[src/rtl/mne_pkg.sv]
`default_nettype none

package mne_pkg;

    localparam int QUEUE_DEPTH = 32;
    localparam int PTR_W       = $clog2(QUEUE_DEPTH);

    // echo source codes
    localparam logic [1:0] ES_DIN1 = 2'd0;
    localparam logic [1:0] ES_DIN2 = 2'd1;
    localparam logic [1:0] ES_OFF  = 2'd2;
    localparam logic [1:0] ES_BOTH = 2'd3;

    // configuration register indexes
    localparam logic [1:0] CFG_ECHO_SOURCE    = 2'd0;
    localparam logic [1:0] CFG_REPEAT_COUNT   = 2'd1;
    localparam logic [1:0] CFG_TICK_DIVIDER   = 2'd2;
    localparam logic [1:0] CFG_VELOCITY_DECAY = 2'd3;

    // midi constants
    localparam logic [3:0] NIB_NOTE_ON  = 4'h9;
    localparam logic [3:0] NIB_NOTE_OFF = 4'h8;
    localparam logic [3:0] NIB_CTRL     = 4'hB;
    localparam logic [7:0] CC_ALL_OFF   = 8'h7B;
    localparam int         NUM_CHAN     = 16;

    typedef enum logic [1:0] {
        OP_ENQUEUE = 2'd0,
        OP_TICK    = 2'd1,
        OP_PANIC   = 2'd2
    } t_op;

    typedef enum logic [2:0] {
        S_IDLE,
        S_RD,
        S_UPD,
        S_EMIT,
        S_END,
        S_FLUSH
    } t_state;

    typedef struct packed {
        logic [7:0]  status;
        logic [7:0]  note;
        logic [7:0]  orig;
        logic [7:0]  velocity;
        logic [15:0] countdown;
        logic [7:0]  repeats;
    } t_entry;

    function automatic logic [PTR_W-1:0] next_slot(input logic [PTR_W-1:0] i);
        return (i == PTR_W'(QUEUE_DEPTH - 1)) ? '0 : i + 1'b1;
    endfunction

endpackage

`default_nettype wire

[src/rtl/mne_entry_alu.sv]
`default_nettype none

module mne_entry_alu (
    input  mne_pkg::t_entry i_entry,
    input  logic [15:0]     i_divider,
    input  logic [7:0]      i_decay,
    output mne_pkg::t_entry o_entry,
    output logic            o_fire,
    output logic [7:0]      o_velocity
);
    import mne_pkg::*;

    logic        is_on;
    logic [15:0] cd_dec;
    logic [7:0]  rep_dec;

    assign is_on      = (i_entry.status[7:4] == NIB_NOTE_ON);
    assign cd_dec     = (i_entry.countdown != 16'd0) ? i_entry.countdown - 16'd1 : 16'd0;
    assign rep_dec    = i_entry.repeats - 8'd1;
    assign o_fire     = (i_entry.repeats != 8'd0) && (cd_dec == 16'd0);
    // the word sent carries the velocity from before this repeat's decay
    assign o_velocity = is_on ? i_entry.velocity : i_entry.orig;

    always_comb begin
        o_entry = i_entry;
        if (i_entry.repeats != 8'd0) begin
            o_entry.countdown = cd_dec;
            if (cd_dec == 16'd0) begin
                o_entry.repeats = rep_dec;
                if (rep_dec != 8'd0) begin
                    o_entry.countdown = i_divider;
                    if (is_on && i_entry.velocity != 8'd0) begin
                        o_entry.velocity = (i_entry.velocity > i_decay)
                                           ? i_entry.velocity - i_decay : 8'd1;
                    end
                end
            end
        end
    end

endmodule

`default_nettype wire

[src/rtl/midi_note_echo_engine.sv]
`default_nettype none

// MIDI echo engine. Captured messages sit in a 32-slot circular queue (31 usable)
// held in a simple dual-port memory. An enqueue or an unknown operation never
// leaves the idle state. A tick walks the queue from head to tail one entry at a
// time through a shared entry update unit: for each entry a memory read, then
// update and write-back, then the words it sends; the walk closes with a head
// update and a flush of the held-back word. A panic sends one word per cycle
// unless stalled, 16 or 32 in all. Each result word is held back in a pending
// register so that the last word of an item can carry o_last_of_run; output
// back-pressure stalls the sequencer. The block takes a new item only while its
// sequencer is idle, even if a finished word still waits at the output.

module midi_note_echo_engine (
    input  logic        i_clk,
    input  logic        i_rst_n,
    input  logic        i_in_valid,
    output logic        o_in_ready,
    input  logic [1:0]  i_operation,
    input  logic [7:0]  i_status_byte,
    input  logic [7:0]  i_first_data,
    input  logic [7:0]  i_second_data,
    input  logic        i_source_port,
    output logic        o_out_valid,
    input  logic        i_out_ready,
    output logic        o_out_port,
    output logic [7:0]  o_out_status,
    output logic [7:0]  o_out_data1,
    output logic [7:0]  o_out_data2,
    output logic        o_last_of_run,
    input  logic        i_cfg_we,
    input  logic [1:0]  i_cfg_index,
    input  logic [15:0] i_cfg_data
);
    import mne_pkg::*;

    t_state r_state, n_state;

    logic [1:0]  r_src, n_src;
    logic [7:0]  r_rep, n_rep;
    logic [15:0] r_div, n_div;
    logic [7:0]  r_decay, n_decay;

    logic [PTR_W-1:0] r_head, n_head;
    logic [PTR_W-1:0] r_tail, n_tail;
    logic [PTR_W-1:0] r_idx, n_idx;
    logic [PTR_W-1:0] r_nhead, n_nhead;
    logic             r_prefix, n_prefix;
    logic             r_port, n_port;
    logic             r_panic, n_panic;
    logic [3:0]       r_ch, n_ch;
    logic [7:0]       r_msg_status, n_msg_status;
    logic [7:0]       r_msg_d1, n_msg_d1;
    logic [7:0]       r_msg_d2, n_msg_d2;

    logic       r_pv, n_pv;
    logic       r_pend_port, n_pend_port;
    logic [7:0] r_pend_status, n_pend_status;
    logic [7:0] r_pend_d1, n_pend_d1;
    logic [7:0] r_pend_d2, n_pend_d2;

    logic       r_ov, n_ov;
    logic       r_out_port, n_out_port;
    logic [7:0] r_out_status, n_out_status;
    logic [7:0] r_out_d1, n_out_d1;
    logic [7:0] r_out_d2, n_out_d2;
    logic       r_last, n_last;

    t_entry           mem [QUEUE_DEPTH];
    t_entry           r_rdata;
    logic             mem_we;
    logic [PTR_W-1:0] mem_waddr;
    t_entry           mem_wdata;

    t_entry     alu_entry;
    logic       alu_fire;
    logic [7:0] alu_vel;

    logic       accept;
    logic       out_free;
    logic       can_emit;
    logic       walk_last;
    logic       start_port;
    logic       more_port;
    logic       enq_active;
    logic       q_full;
    logic [7:0] enq_status;
    logic [1:0] cfg_src;
    logic [7:0] cfg_rep;

    mne_entry_alu u_alu (
        .i_entry    (r_rdata),
        .i_divider  (r_div),
        .i_decay    (r_decay),
        .o_entry    (alu_entry),
        .o_fire     (alu_fire),
        .o_velocity (alu_vel)
    );

    assign o_in_ready    = (r_state == S_IDLE);
    assign accept        = i_in_valid && o_in_ready;
    assign out_free      = !r_ov || i_out_ready;
    assign can_emit      = !r_pv || out_free;
    assign walk_last     = (next_slot(r_idx) == r_tail);
    assign start_port    = (r_src == ES_DIN2);
    assign more_port     = !r_port && (r_src == ES_BOTH);
    assign q_full        = (next_slot(r_tail) == r_head);
    assign enq_active    = (r_src != ES_OFF) && (r_rep != 8'd0) &&
                           ((r_src == ES_BOTH) || (r_src == {1'b0, i_source_port}));
    assign enq_status    = ((i_status_byte[7:4] == NIB_NOTE_ON) && (i_second_data == 8'd0))
                           ? {NIB_NOTE_OFF, i_status_byte[3:0]} : i_status_byte;

    assign o_out_valid   = r_ov;
    assign o_out_port    = r_out_port;
    assign o_out_status  = r_out_status;
    assign o_out_data1   = r_out_d1;
    assign o_out_data2   = r_out_d2;
    assign o_last_of_run = r_last;

    // next state
    always_comb begin
        n_state = r_state;
        case (r_state)
            S_IDLE: begin
                if (accept) begin
                    case (i_operation)
                        OP_TICK:  if (r_head != r_tail) n_state = S_RD;
                        OP_PANIC: if (r_src != ES_OFF) n_state = S_EMIT;
                        default:  n_state = S_IDLE;
                    endcase
                end
            end
            S_RD: n_state = S_UPD;
            S_UPD: begin
                if (alu_fire)       n_state = S_EMIT;
                else if (walk_last) n_state = S_END;
                else                n_state = S_RD;
            end
            S_EMIT: begin
                if (can_emit && !more_port) begin
                    if (r_panic) begin
                        if (r_ch == 4'(NUM_CHAN - 1)) n_state = S_FLUSH;
                    end else if (walk_last) begin
                        n_state = S_END;
                    end else begin
                        n_state = S_RD;
                    end
                end
            end
            S_END:   n_state = S_FLUSH;
            S_FLUSH: if (!r_pv || out_free) n_state = S_IDLE;
            default: n_state = S_IDLE;
        endcase
    end

    // datapath and outputs
    always_comb begin
        n_src         = r_src;
        n_rep         = r_rep;
        n_div         = r_div;
        n_decay       = r_decay;
        n_head        = r_head;
        n_tail        = r_tail;
        n_idx         = r_idx;
        n_nhead       = r_nhead;
        n_prefix      = r_prefix;
        n_port        = r_port;
        n_panic       = r_panic;
        n_ch          = r_ch;
        n_msg_status  = r_msg_status;
        n_msg_d1      = r_msg_d1;
        n_msg_d2      = r_msg_d2;
        n_pv          = r_pv;
        n_pend_port   = r_pend_port;
        n_pend_status = r_pend_status;
        n_pend_d1     = r_pend_d1;
        n_pend_d2     = r_pend_d2;
        n_ov          = (r_ov && i_out_ready) ? 1'b0 : r_ov;
        n_out_port    = r_out_port;
        n_out_status  = r_out_status;
        n_out_d1      = r_out_d1;
        n_out_d2      = r_out_d2;
        n_last        = r_last;
        mem_we        = 1'b0;
        mem_waddr     = r_idx;
        mem_wdata     = alu_entry;
        cfg_src       = r_src;
        cfg_rep       = r_rep;

        case (r_state)
            S_IDLE: begin
                if (accept) begin
                    case (i_operation)
                        OP_ENQUEUE: begin
                            if (enq_active && !q_full) begin
                                mem_we              = 1'b1;
                                mem_waddr           = r_tail;
                                mem_wdata.status    = enq_status;
                                mem_wdata.note      = i_first_data;
                                mem_wdata.orig      = i_second_data;
                                mem_wdata.velocity  = i_second_data;
                                mem_wdata.countdown = r_div;
                                mem_wdata.repeats   = r_rep;
                                n_tail              = next_slot(r_tail);
                            end
                        end
                        OP_TICK: begin
                            n_idx    = r_head;
                            n_nhead  = r_head;
                            n_prefix = 1'b1;
                            n_panic  = 1'b0;
                        end
                        OP_PANIC: begin
                            n_head  = '0;
                            n_tail  = '0;
                            n_panic = 1'b1;
                            n_ch    = 4'd0;
                            n_port  = start_port;
                        end
                        default: ;
                    endcase
                end
            end
            S_UPD: begin
                mem_we       = 1'b1;
                mem_waddr    = r_idx;
                mem_wdata    = alu_entry;
                n_msg_status = r_rdata.status;
                n_msg_d1     = r_rdata.note;
                n_msg_d2     = alu_vel;
                n_port       = start_port;
                // finished entries in an unbroken run from the head get dropped
                if (r_prefix && alu_entry.repeats == 8'd0) n_nhead = next_slot(r_idx);
                else                                       n_prefix = 1'b0;
                if (!alu_fire && !walk_last) n_idx = next_slot(r_idx);
            end
            S_EMIT: begin
                if (can_emit) begin
                    if (r_pv) begin
                        n_ov         = 1'b1;
                        n_out_port   = r_pend_port;
                        n_out_status = r_pend_status;
                        n_out_d1     = r_pend_d1;
                        n_out_d2     = r_pend_d2;
                        n_last       = 1'b0;
                    end
                    n_pv        = 1'b1;
                    n_pend_port = r_port;
                    if (r_panic) begin
                        n_pend_status = {NIB_CTRL, r_ch};
                        n_pend_d1     = CC_ALL_OFF;
                        n_pend_d2     = 8'd0;
                    end else begin
                        n_pend_status = r_msg_status;
                        n_pend_d1     = r_msg_d1;
                        n_pend_d2     = r_msg_d2;
                    end
                    if (more_port) begin
                        n_port = 1'b1;
                    end else begin
                        n_port = start_port;
                        if (r_panic)         n_ch  = r_ch + 4'd1;
                        else if (!walk_last) n_idx = next_slot(r_idx);
                    end
                end
            end
            S_END: n_head = r_nhead;
            S_FLUSH: begin
                if (r_pv && out_free) begin
                    n_ov         = 1'b1;
                    n_out_port   = r_pend_port;
                    n_out_status = r_pend_status;
                    n_out_d1     = r_pend_d1;
                    n_out_d2     = r_pend_d2;
                    n_last       = 1'b1;
                    n_pv         = 1'b0;
                end
            end
            default: ;
        endcase

        if (i_cfg_we) begin
            case (i_cfg_index)
                CFG_ECHO_SOURCE:    cfg_src = i_cfg_data[1:0];
                CFG_REPEAT_COUNT:   cfg_rep = i_cfg_data[7:0];
                CFG_TICK_DIVIDER:   n_div   = i_cfg_data;
                CFG_VELOCITY_DECAY: n_decay = i_cfg_data[7:0];
                default: ;
            endcase
            n_src = cfg_src;
            n_rep = cfg_rep;
            if (cfg_src == ES_OFF || cfg_rep == 8'd0) begin
                n_head = '0;
                n_tail = '0;
            end
        end
    end

    always_ff @(posedge i_clk) begin
        if (mem_we) begin
            mem[mem_waddr] <= mem_wdata;
        end
        r_rdata <= mem[r_idx];
    end

    always_ff @(posedge i_clk) begin
        if (!i_rst_n) begin
            r_state <= S_IDLE;
            r_src   <= ES_OFF;
            r_rep   <= 8'd0;
            r_div   <= 16'd0;
            r_decay <= 8'd0;
            r_head  <= '0;
            r_tail  <= '0;
            r_pv    <= 1'b0;
            r_ov    <= 1'b0;
        end else begin
            r_state <= n_state;
            r_src   <= n_src;
            r_rep   <= n_rep;
            r_div   <= n_div;
            r_decay <= n_decay;
            r_head  <= n_head;
            r_tail  <= n_tail;
            r_pv    <= n_pv;
            r_ov    <= n_ov;
        end
    end

    always_ff @(posedge i_clk) begin
        r_idx         <= n_idx;
        r_nhead       <= n_nhead;
        r_prefix      <= n_prefix;
        r_port        <= n_port;
        r_panic       <= n_panic;
        r_ch          <= n_ch;
        r_msg_status  <= n_msg_status;
        r_msg_d1      <= n_msg_d1;
        r_msg_d2      <= n_msg_d2;
        r_pend_port   <= n_pend_port;
        r_pend_status <= n_pend_status;
        r_pend_d1     <= n_pend_d1;
        r_pend_d2     <= n_pend_d2;
        r_out_port    <= n_out_port;
        r_out_status  <= n_out_status;
        r_out_d1      <= n_out_d1;
        r_out_d2      <= n_out_d2;
        r_last        <= n_last;
    end

    // no held-back word may survive into idle, or it would be lost
    a_idle_no_pending: assert property (@(posedge i_clk) disable iff (!i_rst_n)
        (r_state == S_IDLE) |-> !r_pv)
        else $error("pending word left behind at end of item");

    // the walk never steps onto the tail slot
    a_walk_in_queue: assert property (@(posedge i_clk) disable iff (!i_rst_n)
        (r_state == S_RD || r_state == S_UPD) |-> (r_idx != r_tail))
        else $error("queue walk past tail");

    // second port only used when echoing to both or to din2 alone
    a_port_legal: assert property (@(posedge i_clk) disable iff (!i_rst_n)
        (r_state == S_EMIT && r_port) |-> (r_src == ES_DIN2 || r_src == ES_BOTH))
        else $error("word routed to din2 without echo there");

    // a read is always followed by its update step
    a_read_then_update: assert property (@(posedge i_clk) disable iff (!i_rst_n)
        (r_state == S_RD) |=> (r_state == S_UPD))
        else $error("memory read not followed by update");

endmodule

`default_nettype wire

[config.mk]
export PLATFORM = sky130hd
export DESIGN_NAME = midi_note_echo_engine
export DESIGN_NICKNAME = d
export VERILOG_FILES = /design/src/rtl/mne_pkg.sv /design/src/rtl/mne_entry_alu.sv /design/src/rtl/midi_note_echo_engine.sv
export SDC_FILE = /design/constraint.sdc
export NUM_CORES = 2
export LEC_CHECK = 0
export BUFFER_PORTS_ARGS = -buffer_cell sky130_fd_sc_hd__buf_2
export CAP_MARGIN = 20
export CORE_ASPECT_RATIO = 1.5
export CORE_UTILIZATION = 57
export CTS_BUF_LIST = sky130_fd_sc_hd__clkbuf_8 sky130_fd_sc_hd__clkbuf_16
export CTS_CLUSTER_DIAMETER = 100
export DETAILED_ROUTE_END_ITERATION = 6
export PLACE_DENSITY = 0.76
export SLEW_MARGIN = 40
export SYNTH_ARGS = -nofsm -noshare
export SYNTH_HDL_FRONTEND = slang
export SYNTH_SLANG_ARGS = --single-unit
[constraint.sdc]
create_clock -name i_clk -period 5.6 [get_ports i_clk]
set_input_delay 1.12 -clock i_clk [delete_from_list [all_inputs] [get_ports i_clk]]
set_output_delay 1.12 -clock i_clk [all_outputs]
set_load 0.02 [all_outputs]
## After elaboration in Yosys (flattened, before gate mapping)

Memories as Yosys holds them, arrays and structs flattened. A register that Yosys moved wholly into a read port is not among the register bits.
Index checks and enable logic that the tools add are counted.

- Register bits after elaboration: 141
- Logic and storage cells: 235
- Memory bits (writable): 1792
- Memories: 1
- Input port bits: 50
- Output and inout port bits: 28

- Magnitude comparators: 1
- Add/sub/neg operators: 6
- Equality and inequality tests: 41
- Reductions and logical operators: 53
- Mux-type cells: 105

Memories:

| memory | words | width | read ports | clocked after memory_dff | write ports | RTL line | source |
|---|---|---|---|---|---|---|---|
| mem | 32 | 56 | 1 | 1 | 1 | midi_note_echo_engine.sv:69 | `t_entry mem [QUEUE_DEPTH];` |

Operators with widths:

| kind | number |
|---|---|
| 56-bit 2-to-1 mux | 4 |
| 8-bit 2-to-1 mux | 15 |
| 5-bit 2-to-1 mux | 23 |
| 32-bit 2-to-1 mux | 2 |
| 8-bit case mux with 2 select lines | 3 |
| 8-bit nonzero test | 4 |
| 5-bit case mux with 2 select lines | 3 |
| 3-bit 2-to-1 mux | 9 |
| 2-bit != test (second input constant) | 13 |
| 8-bit zero test | 3 |
| 1-bit 2-to-1 mux | 24 |
| 24-bit 2-to-1 mux | 1 |
| 4-bit 2-to-1 mux | 6 |
| 3-bit case mux with 6 select lines | 1 |
| 16-bit zero test | 1 |
| 16-bit 2-to-1 mux | 1 |
| 4-bit AND reduction | 4 |
| 16-bit nonzero test | 1 |
| 16-bit by 1-bit subtractor with 16-bit output (second input constant) | 1 |
| 5-bit case mux with 3 select lines | 1 |
| 1-bit case mux with 2 select lines | 7 |
| 1-bit logical AND | 13 |
| 4-bit equality test (second input constant) | 3 |
| 6-bit AND reduction | 2 |
| 29 further kinds | 61 |

## Depth between registers and ports, before layout

- Depth in word-level cells: 11
- Depth in mapped cells: 13
- Depth with buffers taken out: 11

## Modules after synthesis

A second synthesis with hierarchy kept.

- Cells, all modules: 3649
- Area total of the unflattened synthesis: 77883.4 µm²

Modules (own cells, without submodules):

| module | area an instance (µm²) | seq. area each (µm²) | times used | cells each |
|---|---|---|---|---|
| midi_note_echo_engine | 75892.8 | 58676.3 | 1 | 3356 |
| mne_entry_alu | 1990.7 | 0.0 | 1 | 293 |

## Worst setup path before layout

Ideal clock, no wire load.

- Kind: flip-flop to flip-flop
- From: reg r_tail[2]
- To: mem mem[12][0] in the netlist's numbering (enable)
- Period minus slack after synthesis: 5.630 ns
- Slack: -0.030 ns
- Data required time: 5.130 ns
- Cell stages (with the launch flop): 12
- Data arrival time: 5.160 ns
- Setup time: 0.470 ns
- Buffers on the path: 4
- Path through: dfxtp_1 > buf_2 > clkbuf_1 > and3_1 > ha_1 > clkbuf_1 > nor3b_1 > a211oi_1 > o41ai_2 > clkbuf_1 > a41oi_1 > nor2_1

- Longest elaborated chain between the ends: 11
- Elaborated cells on any way between the ends: 16
- Those cells by class: add/sub: 1; eq/ne: 2; mux: 11; reduce/logical: 2

RTL lines:

| what | RTL line | source |
|---|---|---|
| start, declared | midi_note_echo_engine.sv:45 | `logic [PTR_W-1:0] r_tail, n_tail;` |
| start signal, assigned | midi_note_echo_engine.sv:324 | `r_tail <= n_tail;` |
| 5-bit by 1-bit adder with 5-bit output / 5-bit equality test (equally long branches) | mne_pkg.sv:52 | `return (i == PTR_W'(QUEUE_DEPTH - 1)) ? '0 : i + 1'b1;` |
| 5-bit 2-to-1 mux | mne_pkg.sv:52 |  |
| 5-bit equality test | midi_note_echo_engine.sv:107 | `assign q_full = (next_slot(r_tail) == r_head);` |
| 1-bit zero test | midi_note_echo_engine.sv:195 | `if (enq_active && !q_full) begin` |
| 1-bit logical AND | midi_note_echo_engine.sv:195 |  |
| 1-bit 2-to-1 mux | midi_note_echo_engine.sv:195 |  |
| 1-bit 2-to-1 mux | midi_note_echo_engine.sv:193 | `case (i_operation)` |
| 1-bit 2-to-1 mux | midi_note_echo_engine.sv:192 | `if (accept) begin` |
| 1-bit case mux with 2 select lines | midi_note_echo_engine.sv:190 | `case (r_state)` |
| 1-bit 2-to-1 mux | midi_note_echo_engine.sv:300 | `if (mem_we) begin` |
| 1-bit 2-to-1 mux (not written as such) | midi_note_echo_engine.sv:301 | `mem[mem_waddr] <= mem_wdata;` |
| end, declared | midi_note_echo_engine.sv:69 |  |

Parallel ways exist; a longest one is shown, timed or not.

## Worst setup path after layout

- From: reg r_tail[0]
- To: mem mem[20][38] in the netlist's numbering (enable)

Same word-level chain as after synthesis.

==> reports/metrics.cfg <==
[run_status]
outcome=complete, no violations

[sta]
tightestPinTransition_ps=907
layout_worst_path_cycle_share_pct=81.5
fin_skew_ps=35.1
fmax_mhz=219
finalHoldWorstSlack_ps=408
timing.slew.headroom_pct=39.5
timing_hold_violations_final=0
finalSetupViolCount=0
rsz0062_at_grt=no
finalWorstPathRequiredPeriod_ps=4560
final_max_slew_viol_count=0

[routing]
ant_nets=0
vias=42600
route.detailed.drc=0
drt-total-wl_microns=190000
dr.pass1.iters=5
count_of_routing_violations_after_the_opening_detailed_route_iteration=4952
wl_per_cell_microns=29.3
post_drt_via_cell_ratio=6.55

[finish]
fill_cells=8959
finalNonFillerCells=6507
layout-drive-gt1-share_pct=20.0
multi_input_area_sq_um=18900
seqCellArea_sq_um=58700
area_delta_synth_final_pct=12.1
final_net_count=4666

[worst_setup_path]
worst_setup_path_start_kind=flop
max_stage_delay_ps=600
worst_path_most_repeated_cell=ha_1
reg2reg_from=r_tail[0]
ff2ff_path_depth=12
cpLargestDelayFamily=buffers and inverters
r2r_end=mem[20][38]
cp_slowest_cell=dfxtp_1
cp.arrival_ps=4990
critical_path.endpoint_type=flop
bufs_and_invs_on_worst_path=2
crit_fanout=48
timing.critical_path.required_ps=6020
criticalPathCategory=reg -> reg
regToRegSetupSlack_ps=1040
critical_path.cell_chain=ha_1 > and3_1 > ha_1 > nand2b_1 > mux2i_1 > a211oi_1 > o41a_2 > buf_6 > and4b_1 > a31oi_2 > nor2_4 > buf_4

[place]
dpl.hpwl_microns=107000
io_buffers=77
numPlacedInstances=6184
gp_routability_congestion=0.846

[power_and_ir_drop]
power.density_cell_area_nw_per_um2=421
cellLeakagePower_nw=28.8
peakVddDrop_v=0.000380

[yosys]
synth_largest_area_cell=edfxtp_1
yosysTopAreaCellShare_pct=72.4
synth_area_per_cell_sq_um=17.6
ys_seq_elements=1989
netlist_area_sq_um=78200
synthArstFlopShare_pct=0
netlist-cell-type-count=73
synth.area.top_cells=edfxtp_1, mux4_2, mux2i_1
synth-warning-count=0
mappedNetlistNets=4507
number_of_synthesized_flops_with_an_enable_pin=1884
synth-seq-area-share_pct=75.1
ys_dominant_reg_cell=edfxtp_1
postSynthCellCount=4436

[clock_network]
cts_tree=done
clock_path_buffers=3
clk_latency_ps=820
ctsHtreeMaxLevel=4
post_cts_hold_buffer_count=0
clock_sink_count=1989
cts_inserted_buffers=171
cts.repair_timing.setup_buffer_count=0
clock_tree.root_cell=clkbuf_16
clkTransAtPathRegs_ps=70
cts_repair_resize_count=0

[global_route]
grt_antenna_before_repair=3
grt_pass1_vias=42900
gr_ovfl_total=0
maximum_number_of_pins_on_one_net_before_global_route_repair=120
grt_util_all_layers_pct=27.7
grt_first_pass_wirelength_microns=280000

[hold_path]
min_delay_worst_endpoint=o_out_data1[1]
worst_hold_path_type=reg -> reg
min_delay_path_depth=0
holdCritStartpoint=r_pend_d1[1]

[run]
maxCapViolations=0

[floorplanning]
core-area_sq_um=136000
floorplan.die.width_microns=304
floorplan.initialDensity_pct=57.4
rows=166
dieArea_sq_um=139000
number_of_placed_i_o_pins=78
floorplan.die.height_microns=456

## cells in the final DEF (no fill, tap or decap), drive strengths merged, types with 17 or more instances in the layout
| master | instances |
|---|---|
| mux4 | 224 |
| nand2 | 393 |
| a21boi | 19 |
| o21ai | 214 |
| dfxtp | 105 |
| nor2 | 88 |
| ha | 20 |
| clkinv | 82 |
| a21oi | 205 |
| o22ai | 57 |
| buf | 240 |
| clkbuf | 179 |
| o221ai | 168 |
| inv | 68 |
| nor3 | 23 |
| mux2 | 126 |
| mux2i | 362 |
| nor4 | 17 |
| nor2b | 36 |
| nand3 | 18 |
| edfxtp | 1884 |
## layer usage
metal	wire, microns	vias to the layer above	track usage [%]
li1	-	18100	-
met1	69600	21800	36.3
met2	96000	2267	46.6
met3	17600	425	4.39
met4	7270	0	10.9
met5	0	-	0
## final cells by class
type | count | area share (%)
Inverter | 30 | 0.129
Sequential cell | 1989 | 67.0
Antenna cell | 2 | 0.00571
Clock inverter | 140 | 1.27
Tap cell | 1764 | 2.52
Multi-Input combinational cell | 2163 | 21.6
Clock buffer | 179 | 5.04
Timing Repair Buffer | 240 | 2.46
## worst max-delay path by stage
stage | start | slack [ps] | cells past startpoint | endpoint
finish | r_tail[0] | 1040 | 12 | mem[20][38]
global route | r_tail[0] | 850 | 12 | mem[20][38]
CTS | r_tail[0] | 1020 | 11 | mem[19][34]
detailed placement | r_tail[0] | 1080 | 11 | mem[19][10]
global placement | r_tail[0] | 850 | 10 | mem[31][15]
floorplan | r_tail[2] | -30 | 11 | mem[12][0]
## logic make-up (layout without fill, tap and decap cells)
kind of cell | Yosys count | count (layout) | share of synthesized area, %
mux | 712 | 712 | 12.9
compound gates | 751 | 751 | 6.22
xor+xnor | 31 | 31 | 0.365
fa+ha+maj | 21 | 21 | 0.346
other cells | 0 | 2 | 0
flops | 1989 | 1989 | 75.1
buf+inv | 284 | 589 | 1.39
simple gates | 648 | 648 | 3.69
## per-stage QoR
stage	utilization (%)	setup TNS, ps	setup slack (ps)	instance area, sq um	power (mW)
3_5_place_dp	60.2	0	1080	82000	25.4
4_1_cts	64.2	0	1020	87500	36.9
2_1_floorplan	-	-20930	-30.5	78200	23.0
5_1_grt	64.3	0	853	87600	38.0
6_report	64.3	0	1040	87600	36.8
3_3_place_gp	60.0	0	850	81700	25.1
## power breakdown
| part | leakage, nW | internal, mW | switching [mW] |
|---|---|---|---|
| Combinational | 8.11 | 2.01 | 4.48 |
| Sequential | 17.9 | 18.4 | 0.335 |
| Clock | 2.83 | 6.34 | 5.33 |
## cell usage after synthesis, types with 9 or more instances
cell type	number
a21boi_0	19
a21o_1	9
a21oi_1	205
a31oi_1	14
buf_1	63
clkbuf_1	182
dfxtp_1	105
edfxtp_1	1884
ha_1	20
inv_1	30
mux2_2	126
mux2i_1	362
mux4_2	224
nand2_1	393
nand3_1	18
nor2_1	88
nor2b_1	36
nor3_1	22
nor4_1	17
o21ai_0	197
o21ai_1	14
o221ai_1	168
o22ai_1	57
o31ai_1	9
or2_2	12
or4_1	9
xnor2_1	15
xor2_1	15
## worst reg2reg max path, stage by stage, from the launching register on
cell and delay, ps:
dfxtp_1 600, ha_1 330, and3_1 180, ha_1 340, nand2b_1 150, mux2i_1 70, a211oi_1 480, o41a_2 230
buf_6 590, and4b_1 330, a31oi_2 120, nor2_4 210, buf_4 510
## state kept, by name (all words and copies together), names as in the netlist, 3 cells and up
signal and flops:
mem 1792, o_out_data1 8, o_out_data2 8, o_out_status 8, r_ch 4, r_decay 8
r_div 16, r_head 5, r_idx 5, r_msg_d1 8, r_msg_d2 8, r_msg_status 8
r_nhead 5, r_pend_d1 8, r_pend_d2 8, r_pend_status 8, r_rdata 56, r_rep 8
r_state 3, r_tail 5
Power figures use the tool's default switching activity.
